`src/sv/ldr_pkg.sv`:
```
// Shared widths, register indexes and reset values for the LED dimmer ramp.
`timescale 1ns / 1ps
`default_nettype none

package ldr_pkg;

  localparam int LVL_W   = 14;  // channel level, millivolts
  localparam int TIME_W  = 32;  // millisecond clock
  localparam int PER_W   = 16;  // ramp period, milliseconds
  localparam int WANT_W  = 16;  // requested level on the input
  localparam int CFG_A_W = 2;   // configuration register index
  localparam int CFG_D_W = 16;  // configuration write data
  localparam int MOVE_W  = 2 * LVL_W;

  // Configuration register indexes
  localparam logic [CFG_A_W-1:0] CFG_LEVEL_LIMIT = 2'd0;
  localparam logic [CFG_A_W-1:0] CFG_RAMP_STEP   = 2'd1;
  localparam logic [CFG_A_W-1:0] CFG_PERIOD_MS   = 2'd2;

  // Register reset values
  localparam logic [LVL_W-1:0] LEVEL_LIMIT_RST = 14'd10000;
  localparam logic [LVL_W-1:0] RAMP_STEP_RST   = 14'd100;
  localparam logic [PER_W-1:0] PERIOD_MS_RST   = 16'd10;

  // Divider status towards the sequencer
  typedef struct packed {
    logic busy;
    logic done;
  } ldr_div_stat_t;

endpackage

`default_nettype wire

```
`src/sv/ldr_div.sv`:
```
// Bit-serial restoring divider: 32-bit dividend by 16-bit divisor, one quotient bit a cycle.
`timescale 1ns / 1ps
`default_nettype none

module ldr_div
  import ldr_pkg::*;
(
  input  wire logic              clk,
  input  wire logic              rst_n,
  input  wire logic              start,
  input  wire logic [TIME_W-1:0] dividend,
  input  wire logic [PER_W-1:0]  divisor,
  output ldr_div_stat_t          stat,
  output logic [TIME_W-1:0]      quot,
  output logic [PER_W-1:0]       rem
);

  localparam int CNT_W = $clog2(TIME_W);

  logic              busy_r, busy_nxt;
  logic              done_r, done_nxt;
  logic [CNT_W-1:0]  cnt_r, cnt_nxt;
  logic [TIME_W-1:0] dvd_r, dvd_nxt;   // dividend shifts out, quotient shifts in
  logic [PER_W-1:0]  rem_r, rem_nxt;
  logic [PER_W-1:0]  div_r, div_nxt;
  logic [PER_W:0]    rem_sh;
  logic [PER_W:0]    rem_sub;
  logic              q_bit;

  always_comb begin
    rem_sh  = {rem_r, dvd_r[TIME_W-1]};
    rem_sub = rem_sh - {1'b0, div_r};
    q_bit   = (rem_sh >= {1'b0, div_r});
  end

  always_comb begin
    busy_nxt = busy_r;
    done_nxt = 1'b0;
    cnt_nxt  = cnt_r;
    dvd_nxt  = dvd_r;
    rem_nxt  = rem_r;
    div_nxt  = div_r;
    if (start && !busy_r) begin
      busy_nxt = 1'b1;
      cnt_nxt  = '0;
      dvd_nxt  = dividend;
      rem_nxt  = '0;
      div_nxt  = divisor;
    end else if (busy_r) begin
      dvd_nxt = {dvd_r[TIME_W-2:0], q_bit};
      rem_nxt = q_bit ? rem_sub[PER_W-1:0] : rem_sh[PER_W-1:0];
      cnt_nxt = cnt_r + 1'b1;
      if (cnt_r == CNT_W'(TIME_W - 1)) begin
        busy_nxt = 1'b0;
        done_nxt = 1'b1;
      end
    end
  end

  always_ff @(posedge clk) begin
    if (!rst_n) begin
      busy_r <= 1'b0;
      done_r <= 1'b0;
      cnt_r  <= '0;
    end else begin
      busy_r <= busy_nxt;
      done_r <= done_nxt;
      cnt_r  <= cnt_nxt;
    end
  end

  always_ff @(posedge clk) begin
    dvd_r <= dvd_nxt;
    rem_r <= rem_nxt;
    div_r <= div_nxt;
  end

  assign stat.busy = busy_r;
  assign stat.done = done_r;
  assign quot      = dvd_r;
  assign rem       = rem_r;

  // Done pulses exactly as the shift run ends
  a_done_ends_run: assert property (@(posedge clk) disable iff (!rst_n)
    done_r |-> !busy_r && $past(busy_r))
    else $error("divider done without a finished run");

  // Partial remainder always below the divisor
  a_rem_below_div: assert property (@(posedge clk) disable iff (!rst_n)
    busy_r |-> (rem_r < div_r))
    else $error("divider remainder out of range");

  // Divisor must be nonzero when a run starts
  a_start_nonzero: assert property (@(posedge clk) disable iff (!rst_n)
    (start && !busy_r) |=> (div_r != '0))
    else $error("divider started with zero divisor");

endmodule

`default_nettype wire

```
`src/sv/dual_channel_led_dimmer_ramp.sv`:
```
// Top level of the two-channel LED dimmer ramp with relay.
`timescale 1ns / 1ps
`default_nettype none

// Two-channel LED dimmer ramp with relay. Each input item carries a
// millisecond timestamp, wanted levels for two channels and a wanted relay
// state, and gives exactly one result item. Wanted levels are clamped to
// level_limit; each channel then steps toward its target by ramp_step for
// every whole period_ms elapsed since the last run, snapping to the target
// when less than one step away and never passing it. The relay follows its
// request at once. The leftover part of a period carries to the next item.
// A period_ms of zero counts as one. An item passes in order through the
// bit-serial divider (one quotient bit at a time) that splits the elapsed
// time into whole periods and a remainder, the hand-over of its result,
// the step multiply and the update, which waits while the output register
// holds an untaken result. One item is worked on at a time; a new item may
// be accepted while the previous result still waits in the output register.
// Configuration writes are always taken and are meant for idle periods only.

module dual_channel_led_dimmer_ramp
  import ldr_pkg::*;
(
  input  wire logic               clk,
  input  wire logic               rst_n,
  // input items
  input  wire logic               in_valid,
  output logic                    in_ready,
  input  wire logic [TIME_W-1:0]  in_now_ms,
  input  wire logic [WANT_W-1:0]  in_want_ch0,
  input  wire logic [WANT_W-1:0]  in_want_ch1,
  input  wire logic               in_want_relay,
  // result items
  output logic                    out_valid,
  input  wire logic               out_ready,
  output logic [LVL_W-1:0]        out_level_ch0,
  output logic [LVL_W-1:0]        out_level_ch1,
  output logic                    out_relay_on,
  output logic                    out_ch0_changed,
  output logic                    out_ch1_changed,
  output logic                    out_relay_changed,
  // configuration writes
  input  wire logic               cfg_valid,
  output logic                    cfg_ready,
  input  wire logic [CFG_A_W-1:0] cfg_index,
  input  wire logic [CFG_D_W-1:0] cfg_value
);

  // Sequencer states
  localparam logic [1:0] ST_IDLE = 2'd0;  // waiting for an item
  localparam logic [1:0] ST_DIV  = 2'd1;  // serial division running
  localparam logic [1:0] ST_MUL  = 2'd2;  // periods times step
  localparam logic [1:0] ST_FIN  = 2'd3;  // update state, load result

  // Configuration registers
  logic [LVL_W-1:0]  level_limit_r;
  logic [LVL_W-1:0]  ramp_step_r;
  logic [PER_W-1:0]  period_ms_r;
  logic [PER_W-1:0]  per_eff;

  // Block state
  logic [1:0]        state_r, state_nxt;
  logic [TIME_W-1:0] last_run_r;
  logic [LVL_W-1:0]  ch0_level_r;
  logic [LVL_W-1:0]  ch1_level_r;
  logic              relay_r;

  // Item under way
  logic [TIME_W-1:0] now_r;
  logic [LVL_W-1:0]  tgt0_r, tgt1_r;
  logic              want_relay_r;
  logic [MOVE_W-1:0] move_r;
  logic              q_zero_r;   // less than one whole period elapsed
  logic              q_big_r;    // move certainly exceeds any level gap
  logic [PER_W-1:0]  rem_hold_r;

  // Output register
  logic              out_valid_r, out_valid_nxt;
  logic [LVL_W-1:0]  out_l0_r, out_l1_r;
  logic              out_rel_r, out_c0_r, out_c1_r, out_cr_r;

  // Divider
  logic              in_acc;
  logic              div_start;
  logic [TIME_W-1:0] elapsed;
  ldr_div_stat_t     div_stat;
  logic [TIME_W-1:0] div_quot;
  logic [PER_W-1:0]  div_rem;

  logic              fin_go;
  logic [LVL_W-1:0]  n0, n1;
  logic [LVL_W-1:0]  tgt0_in, tgt1_in;

  // Clamp a wanted level to the limit
  function automatic logic [LVL_W-1:0] clamp_lvl(input logic [WANT_W-1:0] want,
                                                 input logic [LVL_W-1:0]  lim);
    logic [LVL_W-1:0] res;
    res = (want > WANT_W'(lim)) ? lim : want[LVL_W-1:0];
    return res;
  endfunction

  // One channel step toward its target, never past it
  function automatic logic [LVL_W-1:0] ramp_next(input logic [LVL_W-1:0]  cur,
                                                 input logic [LVL_W-1:0]  tgt,
                                                 input logic [LVL_W-1:0]  step,
                                                 input logic [MOVE_W-1:0] move,
                                                 input logic              q_zero,
                                                 input logic              q_big);
    logic [LVL_W-1:0] delta;
    logic [LVL_W-1:0] res;
    logic             up;
    up    = (cur < tgt);
    delta = up ? (tgt - cur) : (cur - tgt);
    priority if (cur == tgt || q_zero) begin
      res = cur;
    end else if (delta < step) begin
      res = tgt;
    end else if (q_big || move >= MOVE_W'(delta)) begin
      res = tgt;
    end else if (up) begin
      res = cur + move[LVL_W-1:0];
    end else begin
      res = cur - move[LVL_W-1:0];
    end
    return res;
  endfunction

  assign per_eff   = (period_ms_r == '0) ? PER_W'(1) : period_ms_r;
  assign in_ready  = (state_r == ST_IDLE);
  assign in_acc    = in_valid && in_ready;
  assign div_start = in_acc;
  assign elapsed   = in_now_ms - last_run_r;
  assign cfg_ready = 1'b1;
  assign tgt0_in   = clamp_lvl(in_want_ch0, level_limit_r);
  assign tgt1_in   = clamp_lvl(in_want_ch1, level_limit_r);

  ldr_div u_div (
    .clk      (clk),
    .rst_n    (rst_n),
    .start    (div_start),
    .dividend (elapsed),
    .divisor  (per_eff),
    .stat     (div_stat),
    .quot     (div_quot),
    .rem      (div_rem)
  );

  // Result may be loaded once the output register is free or being taken
  assign fin_go = (state_r == ST_FIN) && (!out_valid_r || out_ready);

  assign n0 = ramp_next(ch0_level_r, tgt0_r, ramp_step_r, move_r, q_zero_r, q_big_r);
  assign n1 = ramp_next(ch1_level_r, tgt1_r, ramp_step_r, move_r, q_zero_r, q_big_r);

  always_comb begin
    state_nxt = state_r;
    unique case (state_r)
      ST_IDLE: if (in_acc) state_nxt = ST_DIV;
      ST_DIV:  if (div_stat.done) state_nxt = ST_MUL;
      ST_MUL:  state_nxt = ST_FIN;
      ST_FIN:  if (fin_go) state_nxt = ST_IDLE;
      default: state_nxt = ST_IDLE;
    endcase
  end

  always_comb begin
    out_valid_nxt = out_valid_r;
    if (fin_go) begin
      out_valid_nxt = 1'b1;
    end else if (out_ready) begin
      out_valid_nxt = 1'b0;
    end
  end

  // Control and state registers
  always_ff @(posedge clk) begin
    if (!rst_n) begin
      state_r       <= ST_IDLE;
      out_valid_r   <= 1'b0;
      level_limit_r <= LEVEL_LIMIT_RST;
      ramp_step_r   <= RAMP_STEP_RST;
      period_ms_r   <= PERIOD_MS_RST;
      last_run_r    <= '0;
      ch0_level_r   <= '0;
      ch1_level_r   <= '0;
      relay_r       <= 1'b0;
    end else begin
      state_r     <= state_nxt;
      out_valid_r <= out_valid_nxt;
      if (cfg_valid && cfg_ready) begin
        unique case (cfg_index)
          CFG_LEVEL_LIMIT: level_limit_r <= cfg_value[LVL_W-1:0];
          CFG_RAMP_STEP:   ramp_step_r   <= cfg_value[LVL_W-1:0];
          CFG_PERIOD_MS:   period_ms_r   <= cfg_value[PER_W-1:0];
          default: ;  // unused index, write dropped
        endcase
      end
      if (fin_go) begin
        ch0_level_r <= n0;
        ch1_level_r <= n1;
        relay_r     <= want_relay_r;
        last_run_r  <= now_r - TIME_W'(rem_hold_r);  // keep partial period
      end
    end
  end

  // Payload registers
  always_ff @(posedge clk) begin
    if (in_acc) begin
      now_r        <= in_now_ms;
      tgt0_r       <= tgt0_in;
      tgt1_r       <= tgt1_in;
      want_relay_r <= in_want_relay;
    end
    if (state_r == ST_MUL) begin
      move_r     <= MOVE_W'(div_quot[LVL_W-1:0]) * MOVE_W'(ramp_step_r);
      q_zero_r   <= (div_quot == '0);
      // a zero step never moves, however many periods have passed
      q_big_r    <= (|div_quot[TIME_W-1:LVL_W]) && (ramp_step_r != '0);
      rem_hold_r <= div_rem;
    end
    if (fin_go) begin
      out_l0_r  <= n0;
      out_l1_r  <= n1;
      out_rel_r <= want_relay_r;
      out_c0_r  <= (n0 != ch0_level_r);
      out_c1_r  <= (n1 != ch1_level_r);
      out_cr_r  <= (want_relay_r != relay_r);
    end
  end

  assign out_valid         = out_valid_r;
  assign out_level_ch0     = out_l0_r;
  assign out_level_ch1     = out_l1_r;
  assign out_relay_on      = out_rel_r;
  assign out_ch0_changed   = out_c0_r;
  assign out_ch1_changed   = out_c1_r;
  assign out_relay_changed = out_cr_r;

  // Divider finishes only while the sequencer waits for it
  a_div_done_in_div: assert property (@(posedge clk) disable iff (!rst_n)
    div_stat.done |-> (state_r == ST_DIV))
    else $error("divider finished outside the division state");

  // Divider is never busy while an item may be accepted
  a_idle_div_free: assert property (@(posedge clk) disable iff (!rst_n)
    in_ready |-> !div_stat.busy)
    else $error("item accepted with divider still running");

  // A result only appears after the update step
  a_result_from_fin: assert property (@(posedge clk) disable iff (!rst_n)
    $rose(out_valid_r) |-> ($past(state_r) == ST_FIN))
    else $error("result raised without an update step");

  // A loaded result is not overwritten before it is taken
  a_no_overwrite: assert property (@(posedge clk) disable iff (!rst_n)
    (state_r == ST_FIN && out_valid_r && !out_ready) |=> (state_r == ST_FIN))
    else $error("result register overwritten");

endmodule

`default_nettype wire
```
`config.mk`:
```
export PLATFORM = sky130hd
export DESIGN_NAME = dual_channel_led_dimmer_ramp
export DESIGN_NICKNAME = d
export VERILOG_FILES = /design/src/sv/ldr_pkg.sv /design/src/sv/ldr_div.sv /design/src/sv/dual_channel_led_dimmer_ramp.sv
export SDC_FILE = /design/constraint.sdc
export NUM_CORES = 1
export LEC_CHECK = 0
export BUFFER_PORTS_ARGS = -buffer_cell sky130_fd_sc_hd__buf_2
export CORE_UTILIZATION = 31
export DETAILED_ROUTE_END_ITERATION = 12
export GPL_TIMING_DRIVEN = 0
export SLEW_MARGIN = 20
export SYNTH_ARGS = -nofsm -noshare
export SYNTH_HDL_FRONTEND = slang
export SYNTH_SLANG_ARGS = --single-unit
export TNS_END_PERCENT = 20
```
`constraint.sdc`:
```
create_clock -name clk -period 8.6 [get_ports clk]
set_input_delay 2.15 -clock clk [delete_from_list [all_inputs] [get_ports clk]]
set_output_delay 2.15 -clock clk [all_outputs]
set_load 0.02 [all_outputs]
```
==> results.md <==
* Worst setup EP type: flop
* Run status: complete, no violations
* Global Route Usage Sum at 19.1%
* Hold Fails Final Rpt at 0
* Die X at between 300 and 400 um
* Final wirelength at slightly below 90 mm
* Area Overhead vs Synth at 12.5%
* Cell area after layout at between 30000 and 40000 sq um
* Top_reg_cell synth: edfxtp_1
* Worst-Margin Slew at approximately 1.2 ns
* Sw frac at a little under half
* Final cell count without fillers at around 4500
* Most frequent cells after synthesis: 400 x nand2_1, 395 x inv_1, 324 x ha_1
* Pin count of the biggest net entering global routing at 47
* Final ANT Viol Nets at 0
* Synth cell types at 88
* Initial antenna violation count at 5
* PwrDens at 363 nW/um^2
* PortBufs at between 100 and 150
* Dpl cell area at 30300 sq um
* RSZ-0062 raised after global routing: no
* H-tree lvl count at 2
* Slack of the critical path at between 1 and 1.5 ns
* HP Class: reg2reg
* Crit path kind: reg2reg
* Die H at 303 um
* Post-Syn Area at roughly 28000 sq um
* Clock skew at between 0.02 and 0.03 ns
* Syn_area_per_cell at between 8 and 9 sq um
* Synth Instances at roughly 3200
* Number of synthesized flops with an enable pin at 187
* Reg power frac at a little under a quarter
* Final setup fails at 0
* Final GP Congestion at 0.959
* CTS sink cnt at roughly 320
* PostCTS Resize Cnt at 0
* Drt first pass iters at 8
* Ys async rst share at 0%
* Clock Power Share at between 15 and 20%
* Global-route wire length before repair at roughly 130 mm
* I/O pin count at around 120
* Layout cells sized above 1 at under 10%
* Synth top area cells: edfxtp_1 20%, ha_1 14%, fa_1 11%, dfxtp_1 9.3%, nand2_1 5.3%
* Detail Placement HPWL at between 70 and 80 mm
* Top cell type's share of synthesized area at 19.9%
* # Post-CTS Setup Buffers at 0
* Clock latency on the worst-skew pair at around 0.6 ns
* Remaining global-route overflow at 0
* Maximum vdd drop at a little under 0.5 mV
* Arr. time, crit path at about 7.6 ns
* Setup Total Neg Slack at 0 ns
* Hold_buf cts at 0
* Die area at about 92000 sq um
* Fin crit share at between 80% and 90%
* Post-synth net total at between 3000 and 4000
* # rows at 110
* Hold depth at 2
* Avg WL per Cell at around 20 um
* Max-slew violation count at 0
* DRC at 0
* Power share of the combinational group at roughly three fifths
* Largest area contributor in the netlist: edfxtp_1
* Slew HR at between 10% and 20%
* CTS Buffer Depth at 3
* Critical Path RT at between 8 and 9 ns
* CTS tree: yes
* Pre-CTS setup slack at between 1 and 1.5 ns
* Leakage power at roughly 14 nW
* Final Core Density at 35.2%
* Num CTS Buffers at 39
* FILL cells at approximately 9400
* Routed vias/inst at 5.15
* Seq/Total Area, Yosys at ~29%
* Net Sw Power at 5.31 mW
* Nets at a little under 4000
* Most frequent cell after synthesis: nand2_1
* Root Buffer: clkbuf_16
* Placed cell count at around 4500
* FF+latch count, synth at 318
* 1st-iter DRT viols at 1567
* Type of origin of the critical path: flop
* Clk slew on worst S/H paths at 0.06 ns
* Core area at approximately 90000 sq um
* Vias in the first global route at between 20000 and 25000
* P_int at 6.20 mW
* Yosys warnings at 0
* Starting Density at roughly 31%
* Fmax at around 0.14 GHz
* Via count at between 20000 and 25000
* Worst Reg-to-Reg Cells at 23
* CP Max Fanout at 10
* Crit path time final at between 7 and 8 ns
* Max-cap violation count at 0
[placed cells by master, fill, tap and decap left out, drive strengths merged, types with 15 or more instances in the layout]
cell,count
inv,401
nand2,400
ha,324
a21oi,222
edfxtp,187
nor2,166
buf,154
fa,150
clkbuf,142
o21ai,141
dfxtp,131
xnor2,115
and2,108
a21o,63
xor2,63
nor3,43
nand3,38
mux2,38
a211oi,36
o21a,34
mux2i,31
nor2b,30
nand2b,26
nand4,26
nor4,24
o211ai,19
and3,18
a31oi,17
o21bai,16
or3,15
[sequential cells by signal, indices dropped and copies added, names as in the netlist, 2 cells and up]
name and cells:
last_run_r 32, now_r 32, u_div.quot 32, move_r 28, period_ms_r 16, rem_hold_r 16, u_div.div_r 16, u_div.rem 16
ch0_level_r 14, ch1_level_r 14, level_limit_r 14, out_level_ch0 14, out_level_ch1 14, ramp_step_r 14, tgt0_r 14, tgt1_r 14
u_div.cnt_r 5, state_r 2
[through the flow]
step / total power [mW] / hold WS [ns]
floorplan: 7.89 / 0.431
global placement: 9.64 / 0.439
detailed placement: 9.70 / 0.445
CTS: 11.5 / 0.452
global route: 12.6 / 0.467
finish: 11.5 / 0.451
[cells by family after synthesis]
group	share of synthesized area, %
buf+inv	6.99
compound gates	14.8
fa+ha+maj	25.1
flops	29.3
other cells	0.0133
mux	2.63
simple gates	15.6
xor+xnor	5.62
[worst max-delay path, stage by stage, from the launching register on]
cell and delay, ns:
edfxtp_1 0.57, clkbuf_1 0.65, nand2_1 0.18, fa_1 0.56, inv_1 0.05, fa_1 0.47
fa_1 0.50, fa_1 0.52, fa_1 0.50, inv_1 0.05, fa_1 0.49, inv_1 0.04
ha_1 0.35, and3_1 0.18, and3_1 0.17, a21oi_1 0.12, o21a_1 0.30, o311a_1 0.29
a21oi_1 0.14, a221o_1 0.36, o21ai_0 0.17, nand2_1 0.07, a21oi_1 0.17, xnor2_1 0.09
[area by class of cell]
type	instances	area, sq um	share of cell area, %
multi-input combinational	2316	18000	56.7
sequential	318	8240	26.0
inverter	397	1490	4.70
tap	1176	1470	4.64
clock buffer	51	1080	3.42
timing repair buffer	125	688	2.17
buffer	120	483	1.52
clock inverter	21	259	0.817
antenna	1	2.50	0.00790
[power by group through the flow]
stage | registers, mW | logic, mW | clock network, mW
after global placement | 2.71 | 6.94 | 0
after global routing | 2.71 | 8.06 | 1.85
after CTS | 2.67 | 7.08 | 1.79
after detailed placement | 2.70 | 7.00 | 0
final | 2.68 | 7.08 | 1.76
after floorplan | 2.51 | 5.38 | 0
[worst paths after layout]
path | startpoint | end | slack (ns)
setup / recovery | u_div.quot[8] | move_r[27] | 1.34
hold reg to reg | last_run_r[9] | last_run_r[9] | 0.45
setup reg to reg | u_div.quot[8] | move_r[27] | 1.34
hold / removal | last_run_r[9] | last_run_r[9] | 0.45
[layer usage]
| layer | global-route usage [%] | vias to the layer above | wire length [um] |
|---|---|---|---|
| li1 | - | 11100 | - |
| met1 | 27.1 | 11300 | 41200 |
| met2 | 29.7 | 718 | 38700 |
| met3 | 3.71 | 113 | 6580 |
| met4 | 4.60 | 2 | 1930 |
| met5 | 0 | - | 13 |
Power figures use the tool's default switching activity.
